[config.mk]
export PLATFORM = sky130hd
export DESIGN_NAME = plm_div
export DESIGN_NICKNAME = d
export VERILOG_FILES = /design/src/sv/plm_div.sv
export SDC_FILE = /design/constraint.sdc
export NUM_CORES = 1
export LEC_CHECK = 0
export BUFFER_PORTS_ARGS = -buffer_cell sky130_fd_sc_hd__buf_4
export CELL_PAD_IN_SITES_DETAIL_PLACEMENT = 0
export CELL_PAD_IN_SITES_GLOBAL_PLACEMENT = 1
export CORE_ASPECT_RATIO = 0.8
export CORE_MARGIN = 2
export CORE_UTILIZATION = 35
export CTS_CLUSTER_DIAMETER = 120
export DETAILED_ROUTE_END_ITERATION = 10
export GPL_ROUTABILITY_DRIVEN = 0
export PLACE_DENSITY = 0.69
export SETUP_SLACK_MARGIN = 0.05
export SLEW_MARGIN = 10
export SYNTH_ARGS = -nofsm -noshare
export SYNTH_HDL_FRONTEND = slang
export SYNTH_SLANG_ARGS = --single-unit
[constraint.sdc]
create_clock -name clk -period 2.32 [get_ports clk]
set_input_delay 0.464 -clock clk [delete_from_list [all_inputs] [get_ports clk]]
set_output_delay 0.464 -clock clk [all_outputs]
set_load 0.03 [all_outputs]
[src/sv/plm_div.sv]
`default_nettype none
module plm_div #(
  parameter int DW = 39,
  parameter int VW = 19
) (
  input  wire logic          clk,
  input  wire logic          rst_n,
  input  wire logic          start,
  input  wire logic [DW-1:0] dividend,
  input  wire logic [VW-1:0] divisor,
  output logic               done,
  output logic      [DW-1:0] quotient
);

  localparam int CNW = $clog2(DW + 1);

  logic [VW:0]    rem_r, rem_nxt;
  logic [DW-1:0]  quo_r, quo_nxt;
  logic [CNW-1:0] cnt_r, cnt_nxt;
  logic           busy_r, busy_nxt;
  logic           done_r, done_nxt;
  logic [VW:0]    rem_sh;
  logic [VW+1:0]  trial;

  always_comb begin
    rem_sh   = {rem_r[VW-1:0], quo_r[DW-1]};
    trial    = {1'b0, rem_sh} - {2'b00, divisor};
    rem_nxt  = rem_r;
    quo_nxt  = quo_r;
    cnt_nxt  = cnt_r;
    busy_nxt = busy_r;
    done_nxt = 1'b0;
    if (start) begin
      rem_nxt  = '0;
      quo_nxt  = dividend;
      cnt_nxt  = CNW'(DW);
      busy_nxt = 1'b1;
    end else if (busy_r) begin
      if (!trial[VW+1]) begin
        rem_nxt = trial[VW:0];
        quo_nxt = {quo_r[DW-2:0], 1'b1};
      end else begin
        rem_nxt = rem_sh;
        quo_nxt = {quo_r[DW-2:0], 1'b0};
      end
      cnt_nxt = cnt_r - 1'b1;
      if (cnt_r == CNW'(1)) begin
        busy_nxt = 1'b0;
        done_nxt = 1'b1;
      end
    end
  end

  always_ff @(posedge clk) begin
    if (!rst_n) begin
      busy_r <= 1'b0;
      done_r <= 1'b0;
      cnt_r  <= '0;
    end else begin
      busy_r <= busy_nxt;
      done_r <= done_nxt;
      cnt_r  <= cnt_nxt;
    end
    rem_r <= rem_nxt;
    quo_r <= quo_nxt;
  end

  assign done     = done_r;
  assign quotient = quo_r;

endmodule
`default_nettype wire

---- Word-level counts from Yosys, hierarchy flattened ----
Index checks and enable logic that the tools add are counted.
W data, S select, Z words.
cells by class
  bitwise gates (word level) .............. 2
  equal/unequal tests ..................... 1
  reductions and logical operators ........ 3
  muxes and demuxes ....................... 10
  add/sub/neg operators ................... 2
operator list
  kind                   number
  $mux W39               2
  $sub A20 B19 Y21       1
  $mux W19               1
  $mux W6                2
  $eq A6 B1 Y1 const B   1
  $sub A6 B1 Y6 const B  1
  $mux W1                5
  $reduce_or A3 Y1       1
  $not A1 Y1             2
  $reduce_bool A2 Y1     1
  $reduce_or A2 Y1       1
word-level totals
  flip-flop bits (word level) ............. 66
  output and inout port bits .............. 40
  logic and storage cells ................. 24

---- Longest topological paths before layout ----
  depth after elaboration ................. 4
  depth in mapped cells ................... 10

---- Worst setup path after synthesis ----
Ideal clock, no wire load.
  path type ............................... reg-to-reg
  start ................................... reg quo_r[38] (netlist: quotient[38])
  end ..................................... reg rem_r[18]
  buffers on the path ..................... 0
  cell stages (with the launch flop) ...... 10
  library setup time ...................... 0.115 ns
  path slack .............................. -0.284 ns
  clock period less this slack ............ 2.604 ns
  arrival ................................. 2.488 ns
  data required time ...................... 2.205 ns
  path through ............................ edfxtp_1 -> inv_1 -> ha_1 -> fa_1 -> nand2b_1 -> a21o_1 -> a2111oi_4 -> o211ai_1 -> a2111o_1 -> and3_1
on the way
  cells in the longest elaborated chain, start to end .. 2
RTL lines
  item                      line  source
  start: declaration        18    logic [DW-1:0] quo_r, quo_nxt;
  start signal: assignment  65    quo_r <= quo_nxt;
  $sub A20 B19 Y21          27    trial = {1'b0, rem_sh} - {2'b00, divisor};
  $mux W19                  39    if (!trial[VW+1]) begin
  end signal: assignment    64    rem_r <= rem_nxt;
  end: declaration          17    logic [VW:0] rem_r, rem_nxt;
Every way passes these cells.
A chain may end at the register's enable or synchronous reset.

---- Final worst setup path ----
Ends and elaborated chain as after synthesis.

==> run_results.csv <==
group,metric,value,unit
timing,clock_skew,0.00619,ns
status,violations,"setup timing",
power_and_ir_drop,swShare,30.0,%
power_and_ir_drop,ir_worst_vdd,0.392,mV
power_and_ir_drop,clkPwrFrac,35.5,%
routing,drt_pass1_iterations,5,
floorplanning,die_y,99.2,um
global_route,use_met1,27.0,%
placement,portBuffers,100,
global_route,use_met2,27.7,%
timing,rsz0062_at_grt,"yes",
clock_tree,cts.path.max_buffers,2,
routing,vias,3461,
clock_tree,clkTransAtPathRegs,0.06,ns
clock_tree,clock_latency,0.33,ns
critical_path,critPathLaunchType,"register",
power_and_ir_drop,powerDensity,743,nW/um^2
global_route,grtUsageMet3,3.67,%
placement,dp.cells,683,
synth,synth.distinct_cells,57,
power_and_ir_drop,combPwrFrac,30.1,%
flow_run,cap_violations,0,
synth,syn-num-nets,477,
timing,setup_violations,4,
layout,final_core_util,52.0,%
timing,period_share,103,%
timing,finalHoldViolCount,0,
clock_tree,cts.sinks,66,
synth,synthCells,394,
timing,tightest_slew,0.467,ns
synth,async_flop_share,0,%
synth,synth_area_per_cell,10.1,um^2
routing,drc_errors,0,
timing,whs,0.403,ns
clock_tree,cts_max_level,3,
timing,fmax,0.419,GHz
global_route,overflow,0,
synth,ys_warn_count,0,
layout,num_antenna_cells,0,
global_route,grt_pass1_wl,17700,um
synth,synth_top_area_share,29.6,%
timing,final.min_clock_period,2.38,ns
layout,seqCellArea,1710,um^2
synth,synth_edf_count,39,
synth,yosysMostFrequentCell,"nand2_1",
global_route,antenna_found_initial,0,
synth,yosysSeqAreaShare,43.2,%
floorplanning,coreArea,10900,um^2
layout,final_area,5690,um^2
floorplanning,die_w,123,um
synth,synth_area_leaders,"edfxtp_1 (30%), dfxtp_1 (14%), mux2_2 (11%)",
clock_tree,cts_buffers,9,
clock_tree,cts_tree,"done",
critical_path,crit_required,2.54,ns
timing,relSlewSlack,68.6,%
critical_path,cp-end-kind,"register",
routing,routed_wl,10800,um
synth,synth-seq-cells,66,
synth,synth.largest_area_cell,"edfxtp_1",
power_and_ir_drop,power.leakage,2.50,nW
synth,synthFlopType,"edfxtp_1",
timing,setup_ws,-0.0647,ns
clock_tree,cts-root-buf,"clkbuf_16",
timing,slew_viol_final,0,
floorplanning,rows,34,
global_route,grt_use_total,18.6,%
layout,final_net_count,635,
floorplanning,dieArea,12200,um^2
placement,placed_area,5330,um^2
global_route,grt_max_degree,40,
layout,layout-drive-gt1-share,43.3,%
critical_path,cp_max_fo,3,
worst_hold_path,hold_path_class,"input pin to register",
floorplanning,io-pin-count,101,
global_route,grt.busiest_layer,"met2",
critical_path,r2r_setup_slack,-0.06,ns
power_and_ir_drop,switching_power,1.27,mW
power_and_ir_drop,p_int,2.96,mW
routing,wire_per_inst,15.4,um
placement,hpwlAfterDp,8110,um
power_and_ir_drop,pwr-share-seq,34.4,%
critical_path,arrival,2.61,ns
global_route,grt_pass1_vias,3509,
synth,ys_top_cells_by_count,"nand2_1 (42), mux2_2 (40), edfxtp_1 (39)",
routing,ant_nets,0,
layout,synthToLayoutAreaGrowth,43.6,%
critical_path,path_class,"register to register",
status,run_status,"finished with violations",
synth,netlist_area,3960,um^2
layout,fillers,989,
layout,multi_input_area,2110,um^2
routing,via_per_inst,4.94,
layout,stdcell_count,701,
floorplanning,start_util,36.2,%
routing,drt_iter0_markers,251,
==> worst max-delay path, cell delays in order, from the launching register on <==
cell and delay (ns):
edfxtp_1 0.36, inv_1 0.05, ha_2 0.18, fa_2 0.34, nand2b_4 0.15, a21o_1 0.20
a2111oi_4 0.35, o211ai_1 0.15, a2111o_1 0.37, and3_1 0.14
==> worst paths after layout <==
kind	from	to	cells past startpoint
setup / recovery	quotient[38]	rem_r[18]	9
hold / removal	rst_n	busy_r	2
setup reg to reg	quotient[38]	rem_r[18]	9
hold reg to reg	rem_r[7]	rem_r[8]	2
==> state kept, by name, summed over array words and instances (netlist names) <==
register	cells
busy_r	1
cnt_r	6
quotient	39
done	1
rem_r	19
==> layer usage <==
metal  vias up  part of all wire [%]
met5         -                     0
met4         0                   1.2
met3        12                   4.4
met2        77                    45
met1      1615                    50
li1       1757                     -
==> stage by stage <==
step                      power, mW  setup slack (ns)  TNS, ns
final                          4.23           -0.0647  -0.0734
after floorplan                2.20            -0.231   -0.375
after global routing           4.44            -0.192    -2.39
after detailed placement       2.72            -0.285    -3.63
after CTS                      4.26           -0.0893   -0.274
after global placement         2.72            -0.290    -3.15
==> what timing repair did <==
action,CTS,global route
buffers inserted,1,1
resized for setup,1,3
hold buffers,0,0
pin swaps,6,1
endpoints found under the setup margin,15,20
==> power by group through the flow <==
stage	Combinational [mW]	Clock [mW]	Sequential, mW
floorplan	0.587	0	1.62
global placement	1.25	0	1.47
detailed placement	1.25	0	1.48
CTS	1.26	1.54	1.46
global route	1.38	1.59	1.47
finish	1.27	1.50	1.45
==> area by class of cell <==
cell class,count,share of cell area (%)
well taps,144,3.17
multi-input cells,285,37.1
inverters,27,1.78
clock buffers,10,4.20
flip-flops and latches,66,30.1
clock inverters,6,1.56
repair buffers,163,22.1
==> layout by cell type, fill, tap and decap left out, drive strengths merged, types with 9 or more instances in the layout <==
| master | instances |
|---|---|
| clkbuf | 10 |
| dfxtp | 27 |
| nand2 | 43 |
| inv | 27 |
| ha | 21 |
| buf | 163 |
| o21ai | 15 |
| edfxtp | 39 |
| mux2 | 40 |
| a21oi | 26 |
| nor2 | 34 |
| xnor2 | 9 |
| a311oi | 12 |
==> cell families after synthesis <==
group	Yosys count	synth area share, %
AO/OA/AOI/OAI	89	16.2
XOR/XNOR	15	3.32
adder cells (fa/ha/maj)	22	7.14
buffers and inverters	43	4.42
flip-flops	66	43.2
multiplexers	40	11.4
AND/OR/NAND/NOR	119	14.3
Power figures use the tool's default switching activity.
